**src/sv/imu_fd_pkg.sv**
```systemverilog
// Shared types, constants and helpers for the IMU frame deframer.
`timescale 1ns / 1ps
package imu_fd_pkg;

  localparam int FRAME_BYTES = 11;
  // bytes held between items; the last frame byte is the incoming item
  localparam int WIN_DEPTH   = FRAME_BYTES - 1;
  localparam int WIN_IDX_W   = $clog2(WIN_DEPTH + 1);

  localparam logic [7:0] SYNC_RST     = 8'h55;
  localparam logic [7:0] MASK_RST     = 8'h50;
  localparam logic [7:0] REC_END_TYPE = 8'h5A;

  // configuration register indexes
  typedef enum logic [0:0] {
    REG_SYNC = 1'b0,
    REG_MASK = 1'b1
  } reg_idx_t;

  typedef struct packed {
    logic [7:0] sync_value;
    logic [7:0] type_mask;
  } cfg_regs_t;

  typedef struct packed {
    logic               valid;
    logic [7:0]         frame_type;
    logic               known_type;
    logic               record_end;
    logic signed [15:0] word_zero;
    logic signed [15:0] word_one;
    logic signed [15:0] word_two;
    logic signed [15:0] word_three;
  } frame_res_t;

  // types the sensor defines: 0x50..0x54 and 0x56..0x5A
  function automatic logic is_known_type(input logic [7:0] t);
    return (t inside {[8'h50:8'h54], [8'h56:8'h5A]});
  endfunction

endpackage

```
**src/sv/imu_fd_cfg.sv**
```systemverilog
// APB-style configuration registers: sync byte and type mask.
`timescale 1ns / 1ps
module imu_fd_cfg (
  input  logic                  clk,
  input  logic                  rst_n,
  input  logic                  psel,
  input  logic                  penable,
  input  logic                  pwrite,
  input  logic [2:0]            paddr,
  input  logic [31:0]           pwdata,
  output logic [31:0]           prdata,
  output logic                  pready,
  output imu_fd_pkg::cfg_regs_t regs
);
  import imu_fd_pkg::*;

  logic [7:0] sync_r, sync_nxt;
  logic [7:0] mask_r, mask_nxt;
  logic       wr_en;
  reg_idx_t   idx;

  assign pready = 1'b1;
  assign wr_en  = psel && penable && pwrite && pready;
  assign idx    = reg_idx_t'(paddr[2]);

  // register write decode
  always_comb begin
    sync_nxt = sync_r;
    mask_nxt = mask_r;
    if (wr_en) begin
      case (idx)
        REG_SYNC: sync_nxt = pwdata[7:0];
        REG_MASK: mask_nxt = pwdata[7:0];
        default: ;
      endcase
    end
  end

  always_ff @(posedge clk) begin
    if (!rst_n) begin
      sync_r <= SYNC_RST;
      mask_r <= MASK_RST;
    end else begin
      sync_r <= sync_nxt;
      mask_r <= mask_nxt;
    end
  end

  // read mux
  always_comb begin
    case (idx)
      REG_SYNC: prdata = {24'd0, sync_r};
      REG_MASK: prdata = {24'd0, mask_r};
      default:  prdata = 32'd0;
    endcase
  end

  assign regs.sync_value = sync_r;
  assign regs.type_mask  = mask_r;

endmodule

```
**src/sv/imu_fd_window.sv**
```systemverilog
// Byte window, frame checks and result decode for the deframer.
`timescale 1ns / 1ps
module imu_fd_window (
  input  logic                   clk,
  input  logic                   rst_n,
  input  logic                   step,
  input  logic [7:0]             rx_byte,
  input  imu_fd_pkg::cfg_regs_t  regs,
  output imu_fd_pkg::frame_res_t res
);
  import imu_fd_pkg::*;

  logic [7:0]           win_r   [WIN_DEPTH];
  logic [7:0]           win_nxt [WIN_DEPTH];
  logic [WIN_IDX_W-1:0] cnt_r, cnt_nxt;
  logic                 full;
  logic [7:0]           sum;
  logic                 pass;

  assign full = (cnt_r == WIN_IDX_W'(WIN_DEPTH));

  // checksum over the ten held bytes
  always_comb begin
    sum = 8'd0;
    for (int i = 0; i < WIN_DEPTH; i++) begin
      sum = sum + win_r[i];
    end
  end

  assign pass = (win_r[0] == regs.sync_value) &&
                ((win_r[1] & regs.type_mask) == regs.type_mask) &&
                (sum == rx_byte);

  // window update: fill, clear on a good frame, slide by one on a bad one
  always_comb begin
    for (int i = 0; i < WIN_DEPTH; i++) begin
      win_nxt[i] = win_r[i];
    end
    cnt_nxt = cnt_r;
    if (step) begin
      if (!full) begin
        win_nxt[cnt_r] = rx_byte;
        cnt_nxt        = cnt_r + 1'b1;
      end else if (pass) begin
        cnt_nxt = '0;
      end else begin
        for (int i = 0; i < WIN_DEPTH - 1; i++) begin
          win_nxt[i] = win_r[i+1];
        end
        win_nxt[WIN_DEPTH-1] = rx_byte;
      end
    end
  end

  always_ff @(posedge clk) begin
    if (!rst_n) begin
      cnt_r <= '0;
    end else begin
      cnt_r <= cnt_nxt;
    end
  end

  always_ff @(posedge clk) begin
    for (int i = 0; i < WIN_DEPTH; i++) begin
      win_r[i] <= win_nxt[i];
    end
  end

  // result decode
  always_comb begin
    res.valid      = step && full && pass;
    res.frame_type = win_r[1];
    res.known_type = is_known_type(win_r[1]);
    res.record_end = (win_r[1] == REC_END_TYPE);
    res.word_zero  = {win_r[3], win_r[2]};
    res.word_one   = {win_r[5], win_r[4]};
    res.word_two   = {win_r[7], win_r[6]};
    res.word_three = {win_r[9], win_r[8]};
  end

  // fill count never passes the held depth
  a_cnt_range: assert property (@(posedge clk) disable iff (!rst_n)
    cnt_r <= WIN_IDX_W'(WIN_DEPTH))
    else $error("window fill count out of range");

  // a good frame empties the window
  a_clear: assert property (@(posedge clk) disable iff (!rst_n)
    res.valid |=> cnt_r == '0)
    else $error("window not cleared after frame");

  // a bad full frame keeps the window full
  a_slide: assert property (@(posedge clk) disable iff (!rst_n)
    step && full && !pass |=> full)
    else $error("window lost bytes on rejected frame");

endmodule

```
**src/sv/imu_frame_deframer_top.sv**
```systemverilog
// Top level of the IMU serial frame deframer.
// Usage:
//   in_*  : stream of received serial bytes, one byte per item in in_tdata.
//   out_* : one item per frame that passes the sync, type-mask and checksum
//           checks; four signed little-endian payload words in out_tdata,
//           type byte and known-type flag in out_tuser, out_tlast set for
//           the final record type (0x5A) of a set.
//   cfg_* : APB-style registers, sync byte at 0x0 and type mask at 0x4.
// Timing: a byte is captured in the input register at its accept edge and
//   checked against the ten held bytes while it sits there; its result is
//   loaded into the result register when the byte moves on, which an
//   output stall can hold off.
//   One byte per cycle is taken sustained while out_tready is high; the
//   window update, 10-byte checksum tree and result register run together.
// Reset: window empty, no result pending, sync 0x55 and mask 0x50.
// Stall: while out_tvalid is high and out_tready low, the input register
//   holds its byte and in_tready drops once that register is occupied.
`timescale 1ns / 1ps
module imu_frame_deframer_top (
  input  logic        clk,
  input  logic        rst_n,
  // input stream
  input  logic        in_tvalid,
  output logic        in_tready,
  input  logic [7:0]  in_tdata,   // [7:0] rx_byte
  // result stream
  output logic        out_tvalid,
  input  logic        out_tready,
  output logic [63:0] out_tdata,  // [15:0] word_zero, [31:16] word_one,
                                  // [47:32] word_two, [63:48] word_three
  output logic [8:0]  out_tuser,  // [7:0] frame_type, [8] known_type
  output logic        out_tlast,  // record_end
  // configuration
  input  logic        cfg_psel,
  input  logic        cfg_penable,
  input  logic        cfg_pwrite,
  input  logic [2:0]  cfg_paddr,
  input  logic [31:0] cfg_pwdata,
  output logic [31:0] cfg_prdata,
  output logic        cfg_pready
);
  import imu_fd_pkg::*;

  cfg_regs_t  regs;
  frame_res_t res;

  logic        in_vld_r, in_vld_nxt;
  logic [7:0]  in_byte_r;
  logic        adv;
  logic        out_vld_r, out_vld_nxt;
  logic [63:0] out_data_r;
  logic [8:0]  out_user_r;
  logic        out_last_r;

  imu_fd_cfg u_cfg (
    .clk     (clk),
    .rst_n   (rst_n),
    .psel    (cfg_psel),
    .penable (cfg_penable),
    .pwrite  (cfg_pwrite),
    .paddr   (cfg_paddr),
    .pwdata  (cfg_pwdata),
    .prdata  (cfg_prdata),
    .pready  (cfg_pready),
    .regs    (regs)
  );

  imu_fd_window u_win (
    .clk     (clk),
    .rst_n   (rst_n),
    .step    (adv),
    .rx_byte (in_byte_r),
    .regs    (regs),
    .res     (res)
  );

  // the held byte moves on when the result register is free or draining
  assign adv       = in_vld_r && (!out_vld_r || out_tready);
  assign in_tready = !in_vld_r || adv;

  // input register
  always_comb begin
    in_vld_nxt = in_vld_r;
    if (in_tvalid && in_tready) begin
      in_vld_nxt = 1'b1;
    end else if (adv) begin
      in_vld_nxt = 1'b0;
    end
  end

  always_ff @(posedge clk) begin
    if (!rst_n) begin
      in_vld_r <= 1'b0;
    end else begin
      in_vld_r <= in_vld_nxt;
    end
  end

  always_ff @(posedge clk) begin
    if (in_tvalid && in_tready) begin
      in_byte_r <= in_tdata;
    end
  end

  // result register
  always_comb begin
    out_vld_nxt = out_vld_r;
    if (adv) begin
      out_vld_nxt = res.valid;
    end else if (out_tready) begin
      out_vld_nxt = 1'b0;
    end
  end

  always_ff @(posedge clk) begin
    if (!rst_n) begin
      out_vld_r <= 1'b0;
    end else begin
      out_vld_r <= out_vld_nxt;
    end
  end

  always_ff @(posedge clk) begin
    if (adv && res.valid) begin
      out_data_r <= {res.word_three, res.word_two, res.word_one, res.word_zero};
      out_user_r <= {res.known_type, res.frame_type};
      out_last_r <= res.record_end;
    end
  end

  assign out_tvalid = out_vld_r;
  assign out_tdata  = out_data_r;
  assign out_tuser  = out_user_r;
  assign out_tlast  = out_last_r;

  // a pending result is never overwritten while stalled
  a_no_overwrite: assert property (@(posedge clk) disable iff (!rst_n)
    !(res.valid && out_vld_r && !out_tready))
    else $error("result produced while output stalled");

  // final record type is always a known type
  a_last_known: assert property (@(posedge clk) disable iff (!rst_n)
    out_tvalid && out_tlast |-> out_tuser[8])
    else $error("record end on unknown type");

  // a stalled result keeps the input byte parked
  a_stall_hold: assert property (@(posedge clk) disable iff (!rst_n)
    in_vld_r && out_vld_r && !out_tready |=> in_vld_r && $stable(in_byte_r))
    else $error("input byte lost during output stall");

endmodule

```
**config.mk**
```make
export PLATFORM = sky130hd
export DESIGN_NAME = imu_frame_deframer_top
export DESIGN_NICKNAME = d
export VERILOG_FILES = /design/src/sv/imu_fd_pkg.sv /design/src/sv/imu_fd_cfg.sv /design/src/sv/imu_fd_window.sv /design/src/sv/imu_frame_deframer_top.sv
export SDC_FILE = /design/constraint.sdc
export NUM_CORES = 1
export LEC_CHECK = 0
export BUFFER_PORTS_ARGS = -buffer_cell sky130_fd_sc_hd__buf_2
export CORE_AREA = 4 4 134 136
export CTS_BUF_LIST = sky130_fd_sc_hd__clkbuf_2
export CTS_CLUSTER_SIZE = 30
export DETAILED_ROUTE_END_ITERATION = 8
export DIE_AREA = 0 0 138 140
export HOLD_SLACK_MARGIN = 0.12
export PLACE_DENSITY = 0.74
export SETUP_SLACK_MARGIN = 0.15
export SKIP_CTS_REPAIR_TIMING = 1
export SYNTH_ARGS = -nofsm -noshare
export SYNTH_HDL_FRONTEND = slang
export SYNTH_SLANG_ARGS = --single-unit
```
**constraint.sdc**
```tcl
create_clock -name clk -period 13.48 [get_ports clk]
set_input_delay 0.674 -clock clk [delete_from_list [all_inputs] [get_ports clk]]
set_output_delay 0.674 -clock clk [all_outputs]
set_load 0.005 [all_outputs]
```
==> results.rst, run 1 <==
.. list-table::
   :header-rows: 1

   * - Metric
     - Value
   * - Post-DR wirelength/cell
     - 19.5 microns
   * - Initial antenna violation count
     - 1
   * - Power density over cell area
     - 113 mW/mm^2
   * - Post-synth EDFFs
     - 162
   * - Synth Cell Area
     - 0.00905 sq mm
   * - Overall track demand over capacity in global routing
     - 20.6%
   * - Crit-path leading delay family
     - adder cells
   * - Overall via count from detail_route
     - 5718
   * - Post-Route Setup TNS
     - 0 ns
   * - Num Clock Sinks
     - 184
   * - Critical path's slowest cell
     - sky130_fd_sc_hd__a31oi_1
   * - Worst-margin pin slew
     - 1.26 ns
   * - Die extent in x
     - 138 microns
   * - # placed instances
     - 972
   * - Nature of the critical path endpoint
     - register
   * - Commonest register cell after synthesis
     - sky130_fd_sc_hd__edfxtp_1
   * - Total CTS buffers
     - 17
   * - Max Clk Rate
     - 151 MHz
   * - Longest Clk Path Bufs
     - 2
   * - Portion of synthesized cell area occupied by the leading cell type
     - 53.8%
   * - Asr flop ratio synth
     - 0%
   * - First-pass GRT wire length
     - 30.9 mm
   * - Synth area leader
     - sky130_fd_sc_hd__edfxtp_1
   * - Pin count of the biggest net entering global routing
     - 75
   * - Maximum level of the CTS H-tree
     - 4
   * - Final slew viol count
     - 0
   * - Placement Cell Area
     - 0.00972 sq mm
   * - Worst Hold Slack
     - 0.141 ns
   * - Total setup violations reported at the end of the flow
     - 0
   * - Synthesis warning total
     - 0
   * - Die span in y
     - 140 microns
   * - Starting density of the core
     - 53.4%
   * - Die Outline Area
     - 0.0193 sq mm
   * - Highest cell delay on the worst timing path
     - 1.06 ns
   * - Std cell rows
     - 48
   * - Post-route DRC
     - 0
   * - Outcome
     - finished, final reports clean
   * - Final Skew
     - 0.0401 ns
   * - Peak supply drop
     - 66.7 uV
   * - Worst setup startpoint
     - u_win.win_r[2][3]
   * - Mapped Cells
     - 664
   * - Beginning of the worst hold path
     - cfg_pwdata[3]
   * - Commonest non-fill, non-tap cell in the layout
     - sky130_fd_sc_hd__edfxtp_1
   * - Share of the cycle needed by the critical path after routing
     - 49.3%
   * - Worst setup timing slack at the placement stage
     - 6.84 ns
   * - Synth cell types
     - 50
   * - Crit-path cells
     - fa_1 -> inv_1 -> fa_1 -> fa_1 -> fa_1 -> inv_1 -> fa_1 -> ha_1 -> nor2b_1 -> o21ai_1 -> a21boi_0 -> o21a_1 -> o21ai_0 -> nand2_1 -> a31oi_1
   * - Routability congestion estimate
     - 0.861
   * - Syn-to-layout area delta
     - 11.9%
   * - Number of synthesized register bits
     - 184
   * - Leading cell types by total area after synthesis
     - sky130_fd_sc_hd__edfxtp_1 54%, sky130_fd_sc_hd__fa_1 11%, sky130_fd_sc_hd__a22o_1 6.5%, sky130_fd_sc_hd__dfxtp_1 4.9%, sky130_fd_sc_hd__xnor2_1 2.7%
   * - Core footprint
     - 0.0169 sq mm
   * - Clock input transition at the sequential cells of the worst setup and hold paths
     - 0.23 ns
   * - Maximum Capacitance Violations
     - 0
   * - Count of final hold-check violations
     - 0
   * - Mapped Avg Cell Area
     - 13.6 sq um
   * - Setup crit start kind
     - register
   * - Post-layout net count
     - 894
   * - Area of all placed cells without fillers
     - 0.0101 sq mm
   * - Most frequent cells in the layout
     - 162 x sky130_fd_sc_hd__edfxtp_1, 108 x sky130_fd_sc_hd__buf_2, 67 x sky130_fd_sc_hd__a22o_1
   * - Sequential fraction of the synthesis area
     - 58.6%
   * - Detailed Place HPWL
     - 14.5 mm
   * - First drt pass iteration count
     - 6
   * - Via count of the first global-routing pass
     - 5678
   * - Fraction of layout instances using a drive strength above 1
     - 19.7%
   * - Final cell count without fillers
     - 1022
   * - Largest fanout of any net on the critical path
     - 8
   * - Most common cell on crit path
     - sky130_fd_sc_hd__fa_1
   * - Overall overflow remaining after global route
     - 0
   * - Utilization of the core after routing
     - 59.8%
   * - Overall power of the completed layout
     - 1.14 mW
   * - Unrepaired setup endpoints after global routing
     - no
   * - Arrival time at the worst endpoint
     - 7.07 ns
   * - Worst flop-to-flop path startpoint
     - u_win.win_r[2][3]
   * - Minimum clock period after layout
     - 6.64 ns
   * - Number of buffer and inverter stages on the critical path
     - 2
   * - Root Buffer
     - sky130_fd_sc_hd__clkbuf_2
   * - Total Routed Length
     - 19.9 mm
   * - Post-route ant nets
     - 0
   * - I/O Pins
     - 159
   * - Critical path data required time
     - 13.91 ns
   * - Number of input and output port buffers inserted
     - 107
   * - Clk Latency, worst-skew pair
     - 0.80 ns
   * - Per-cell via count in the routed design
     - 5.59
   * - Path class of the lowest-slack min-delay path
     - input port to register
   * - Detailed router's first-iteration violation count
     - 473
   * - Worst slew margin
     - 15.2%
   * - PnR worst setup slack
     - 6.84 ns
   * - TritonCTS clock tree
     - yes
   * - Leakage dissipation
     - 3.77 nW
   * - Category of the critical setup timing path
     - register to register
registers in the layout, summed over array words and instances (netlist names):
name / count
out_tuser: 9
out_tdata: 64
u_cfg.sync_r: 8
out_tlast: 1
u_win.win_r: 80
u_cfg.mask_r: 8
in_byte_r: 8
u_win.cnt_r: 4
out_tvalid: 1
in_vld_r: 1
cell families (layout without fill, tap and decap cells):
family | after synthesis | in the layout | synth area share [%]
adders and majority gates | 61 | 61 | 12.6
buffers and inverters | 109 | 218 | 5.56
DFF | 184 | 184 | 58.6
AOI/OAI and AO/OA | 124 | 124 | 10.6
and+or+nand+nor | 140 | 140 | 7.90
xor gates and xnor gates | 36 | 36 | 3.64
other | 2 | 26 | 0.0830
muxes | 8 | 8 | 0.996
cell usage after synthesis, types with 3 or more instances:
cell                       number
sky130_fd_sc_hd__nand2_1       50
sky130_fd_sc_hd__nor3_1         9
sky130_fd_sc_hd__nand2b_1      10
sky130_fd_sc_hd__a22o_1        67
sky130_fd_sc_hd__inv_1         56
sky130_fd_sc_hd__fa_1          50
sky130_fd_sc_hd__a21oi_1       13
sky130_fd_sc_hd__and3_1         4
sky130_fd_sc_hd__nor2_1        15
sky130_fd_sc_hd__nand3_1       14
sky130_fd_sc_hd__edfxtp_1     162
sky130_fd_sc_hd__buf_4         25
sky130_fd_sc_hd__nor4_1         4
sky130_fd_sc_hd__mux2_2         8
sky130_fd_sc_hd__clkbuf_1      28
sky130_fd_sc_hd__dfxtp_1       22
sky130_fd_sc_hd__a21boi_0      11
sky130_fd_sc_hd__and2_1        12
sky130_fd_sc_hd__nand4_1        3
sky130_fd_sc_hd__ha_1          11
sky130_fd_sc_hd__xnor2_1       28
sky130_fd_sc_hd__o21ai_0       15
sky130_fd_sc_hd__nor2b_1        8
sky130_fd_sc_hd__xor2_1         7
worst register-to-register path, delay by kind of cell (launching register included):
family,cells,cell delay (ns)
AOI/OAI and AO/OA,5,2.13
adders and majority gates,6,2.97
buffers and inverters,2,0.13
DFF,1,0.51
and+or+nand+nor,2,0.56
area by class of cell:
type / count / area [sq um]
Antenna cell: 1 / 2.50
Clock buffer: 18 / 90.1
Clock inverter: 14 / 154
Fill cell: 1334 / 6810
Inverter: 56 / 210
Multi-Input combinational cell: 394 / 3340
Sequential cell: 184 / 5310
Tap cell: 225 / 282
Timing Repair Buffer: 130 / 746
per-layer routing:
layer  track usage [%]  up-vias  share of wire, %
li1                  -     2565                 -
met1              26.9     2852                40
met2              34.3      262                51
met3              4.64       39               7.1
met4              7.75        0               2.4
met5                 0        -                 0
where the power goes:
part | leakage, nW | internal, mW | switching (mW) | total [mW]
clock | 0.150 | 0.103 | 0.187 | 0.289
sequential | 1.54 | 0.620 | 0.0148 | 0.635
combinational | 2.08 | 0.0921 | 0.124 | 0.217
total | 3.77 | 0.815 | 0.326 | 1.14
final timing paths:
| check | end | slack [ns] | cells after the start |
|---|---|---|---|
| setup / recovery | u_win.win_r[8][4] | 6.84 | 15 |
| hold / removal | u_cfg.sync_r[3] | 0.14 | 3 |
| setup reg to reg | u_win.win_r[8][4] | 6.84 | 15 |
| hold reg to reg | out_tdata[0] | 0.50 | 0 |
Note: power is estimated with default switching activity, not from simulation.
==> inputs of run 2 (changes only) <==
Settings changed: ABC_AREA set to 1, CORE_AREA 4 4 134 136 to 4 4 135 137, DIE_AREA 0 0 138 140 to 0 0 139 141.
Clock period 13.48 ns to 6.5 ns, I/O delays scaled along.
==> run 2 against run 1 <==
First-iteration DRC count increased by 54%. Clock power increased by 120%. Via count increased by 12%. Global-route usage increased by 0.17 points. Power increased by 85%. Wire length increased by 3.0%. Critical path type unchanged. Sequential power increased by 100%. Die area increased by 1.4%. Flip-flop and latch count unchanged. Count of clock-buffer cells in the layout increased by 1.
==> results.rst, run 2 <==
.. list-table::
   :header-rows: 1

   * - Metric
     - Value
   * - Post-route ant nets
     - 0 (unchanged)
   * - Commonest register cell after synthesis
     - sky130_fd_sc_hd__edfxtp_1
   * - Number of synthesized register bits
     - 184 (unchanged)
   * - Overall track demand over capacity in global routing
     - 20.8% (+0.17 points)
   * - Die span in y
     - 141 microns (+0.71%)
   * - Utilization of the core after routing
     - 61.4% (+1.6 points)
   * - Count of final hold-check violations
     - 0 (unchanged)
   * - Post-synth EDFFs
     - 162 (unchanged)
   * - Asr flop ratio synth
     - 0% (unchanged)
   * - Synth area leader
     - sky130_fd_sc_hd__edfxtp_1
   * - Final slew viol count
     - 0 (unchanged)
   * - Die extent in x
     - 139 microns (+0.72%)
   * - Commonest non-fill, non-tap cell in the layout
     - sky130_fd_sc_hd__nand2_1
   * - Path class of the lowest-slack min-delay path
     - input port to register
   * - Per-cell via count in the routed design
     - 5.19 (-7.2%)
   * - Critical path's slowest cell
     - sky130_fd_sc_hd__fa_1
   * - Count leader, synth
     - sky130_fd_sc_hd__nand2_1
   * - Synthesis warning total
     - 0 (unchanged)
   * - Layout fillers
     - 1381 (+3.5%)
   * - Peak supply drop
     - 110 uV (+65%)
   * - Maximum Capacitance Violations
     - 0 (unchanged)
   * - Routability congestion estimate
     - 0.937 (+8.9%)
   * - Starting density of the core
     - 53.7% (+0.28 points)
   * - Total CTS buffers
     - 17 (unchanged)
   * - Power density over cell area
     - 201 mW/mm^2 (+79%)
   * - Num Clock Sinks
     - 184 (unchanged)
   * - Most frequent cells after synthesis
     - 193 x sky130_fd_sc_hd__nand2_1, 162 x sky130_fd_sc_hd__edfxtp_1, 119 x sky130_fd_sc_hd__inv_1
   * - Fraction of layout instances using a drive strength above 1
     - 16.1% (-3.6 points)
   * - Post-DR wirelength/cell
     - 16.6 microns (-15%)
   * - Overall via count from detail_route
     - 6400 (+12%)
   * - TritonCTS clock tree
     - yes
   * - Register with the most flip-flops
     - u_win.win_r
   * - Final Skew
     - 0.0348 ns (-0.00527 ns)
   * - Nature of the critical path endpoint
     - register
   * - Largest fanout of any net on the critical path
     - 43 (+35)
   * - Std cell rows
     - 48 (unchanged)
   * - Root Buffer
     - sky130_fd_sc_hd__clkbuf_2
   * - Most frequent cells in the layout
     - 193 x sky130_fd_sc_hd__nand2_1, 162 x sky130_fd_sc_hd__edfxtp_1, 119 x sky130_fd_sc_hd__inv_1
   * - I/O Pins
     - 159 (unchanged)
   * - Total Routed Length
     - 20.5 mm (+3.0%)
   * - Leading cell types by total area after synthesis
     - sky130_fd_sc_hd__edfxtp_1 53%, sky130_fd_sc_hd__fa_1 11%, sky130_fd_sc_hd__nand2_1 7.9%, sky130_fd_sc_hd__inv_1 4.9%, sky130_fd_sc_hd__dfxtp_1 4.8%
   * - Unrepaired setup endpoints after global routing
     - no
   * - Setup crit start kind
     - register
   * - Area used by multi-input combinational logic
     - 0.00323 sq mm (-3.2%)
   * - First drt pass iteration count
     - 5 (-1)
   * - Worst slew margin
     - 42.8% (+28 points)
   * - Longest Clk Path Bufs
     - 2 (unchanged)
   * - Mapped Cells
     - 843 (+27%)
   * - Number of input and output port buffers inserted
     - 107 (unchanged)
   * - Overall power of the completed layout
     - 2.11 mW (+85%)
   * - Post-layout net count
     - 1103 (+23%)
   * - First-pass GRT wire length
     - 31.7 mm (+2.5%)
   * - Sequential standard cell area
     - 0.00531 sq mm (unchanged)
   * - Leakage dissipation
     - 4.30 nW (+14%)
   * - Via count of the first global-routing pass
     - 6050 (+6.6%)
   * - Portion of synthesized cell area occupied by the leading cell type
     - 53.1% (-0.66 points)
   * - Pin count of the biggest net entering global routing
     - 67 (-11%)
   * - Post-route DRC
     - 0 (unchanged)
   * - Synth Cell Area
     - 0.00916 sq mm (+1.2%)
   * - Max Clk Rate
     - 166 MHz (+10%)
   * - Overall overflow remaining after global route
     - 0 (unchanged)
   * - PnR worst setup slack
     - 0.489 ns (-6.35 ns)
   * - Initial antenna violation count
     - 1 (unchanged)
   * - Clock input transition at the sequential cells of the worst setup and hold paths
     - 0.25 ns (+0.02 ns)
   * - Synth cell types
     - 34 (-32%)
   * - Core footprint
     - 0.0171 sq mm (+0.71%)
   * - Worst setup timing slack at the placement stage
     - 0.578 ns (-6.27 ns)
   * - Category of the critical setup timing path
     - register to register
   * - Share of the cycle needed by the critical path after routing
     - 92.5% (+43 points)
   * - Outcome
     - finished, final reports clean
   * - Most common cell on crit path
     - sky130_fd_sc_hd__fa_1
   * - Worst-margin pin slew
     - 0.858 ns (-0.405 ns)
   * - Total setup violations reported at the end of the flow
     - 0 (unchanged)
   * - Post-Route Setup TNS
     - 0 ns (unchanged)
   * - Critical path data required time
     - 6.90 ns (-7.01 ns)
   * - Syn-to-layout area delta
     - 14.3%
   * - Highest cell delay on the worst timing path
     - 0.58 ns (-0.48 ns)
   * - Flip-flop count of the largest register after layout
     - 80 (unchanged)
   * - Clk Latency, worst-skew pair
     - 0.74 ns (-0.06 ns)
   * - Die Outline Area
     - 0.0196 sq mm (+1.4%)
   * - Mapped Avg Cell Area
     - 10.9 sq um (-20%)
   * - Sequential fraction of the synthesis area
     - 57.9% (-0.72 points)
   * - Detailed router's first-iteration violation count
     - 730 (+54%)
   * - Maximum level of the CTS H-tree
     - 4 (unchanged)
   * - Minimum clock period after layout
     - 6.01 ns (-0.630 ns)
   * - Crit-path cells
     - fa_1 -> inv_1 -> fa_1 -> fa_1 -> fa_1 -> inv_1 -> fa_1 -> inv_1 -> fa_1 -> xor2_1 -> nor3b_1 -> nand3_1 -> nor3_1 -> nand2_1 -> nor2_1 -> nand4_1 -> nor2_4 -> buf_4
   * - Detailed Place HPWL
     - 15.3 mm (+5.1%)
   * - Worst Hold Slack
     - 0.277 ns (+0.136 ns)
   * - Arrival time at the worst endpoint
     - 6.41 ns (-0.66 ns)
## run 2: where the power goes
part,internal (mW),total (mW),switching [mW]
registers,1.28,1.29,0.0110
clock network,0.253,0.630,0.377
logic,0.0734,0.183,0.110
## run 2: per-layer routing
metal / global-route usage [%] / wire length [microns] / vias to the layer above
li1: - / - / 3025
met1: 27.5 / 8250 / 3079
met2: 35.0 / 10200 / 252
met3: 4.55 / 1430 / 44
met4: 6.18 / 597 / 0
met5: 0 / 0 / -
## run 2: logic make-up after synthesis
kind of cell    synth area share (%)
xor+xnor                        1.41
flops                           57.9
other cells                   0.0820
compound gates                  7.62
simple gates                    12.6
buf+inv                         7.91
fa+ha+maj                       12.4
## run 2: final timing paths
| check | slack (ns) | start | end | depth (start not counted) |
|---|---|---|---|---|
| worst min-delay path | 0.28 | cfg_paddr[2] | u_cfg.mask_r[6] | 5 |
| worst min register to register | 0.46 | u_win.win_r[3][0] | out_tdata[8] | 0 |
| worst max-delay path | 0.49 | u_win.win_r[2][2] | out_tdata[33] | 18 |
| worst max register to register | 0.49 | u_win.win_r[2][2] | out_tdata[33] | 18 |
## run 2: layout make-up
cell class,instances,share of cell area (%)
sequential,184,50.7
clock inverter,13,1.70
multi-input combinational,519,30.9
tap,225,2.69
timing repair buffer,147,8.70
clock buffer,19,0.908
antenna,2,0.0478
inverter,123,4.41
## run 2: worst max-delay path: cells and delay by family, from the launching register on
family                     cells  cell delay (ns)
xor gates and xnor gates       1             0.17
and+or+nand+nor                7             1.00
adders and majority gates      6             3.27
DFF                            1             0.53
buffers and inverters          4             0.64
## run 2: stage by stage
stage	instances	instance area, sq um
after detailed placement	1168	9890
after global placement	1168	9890
after global routing	1232	10500
final	1232	10500
after floorplan	866	9260
after CTS	1200	10200
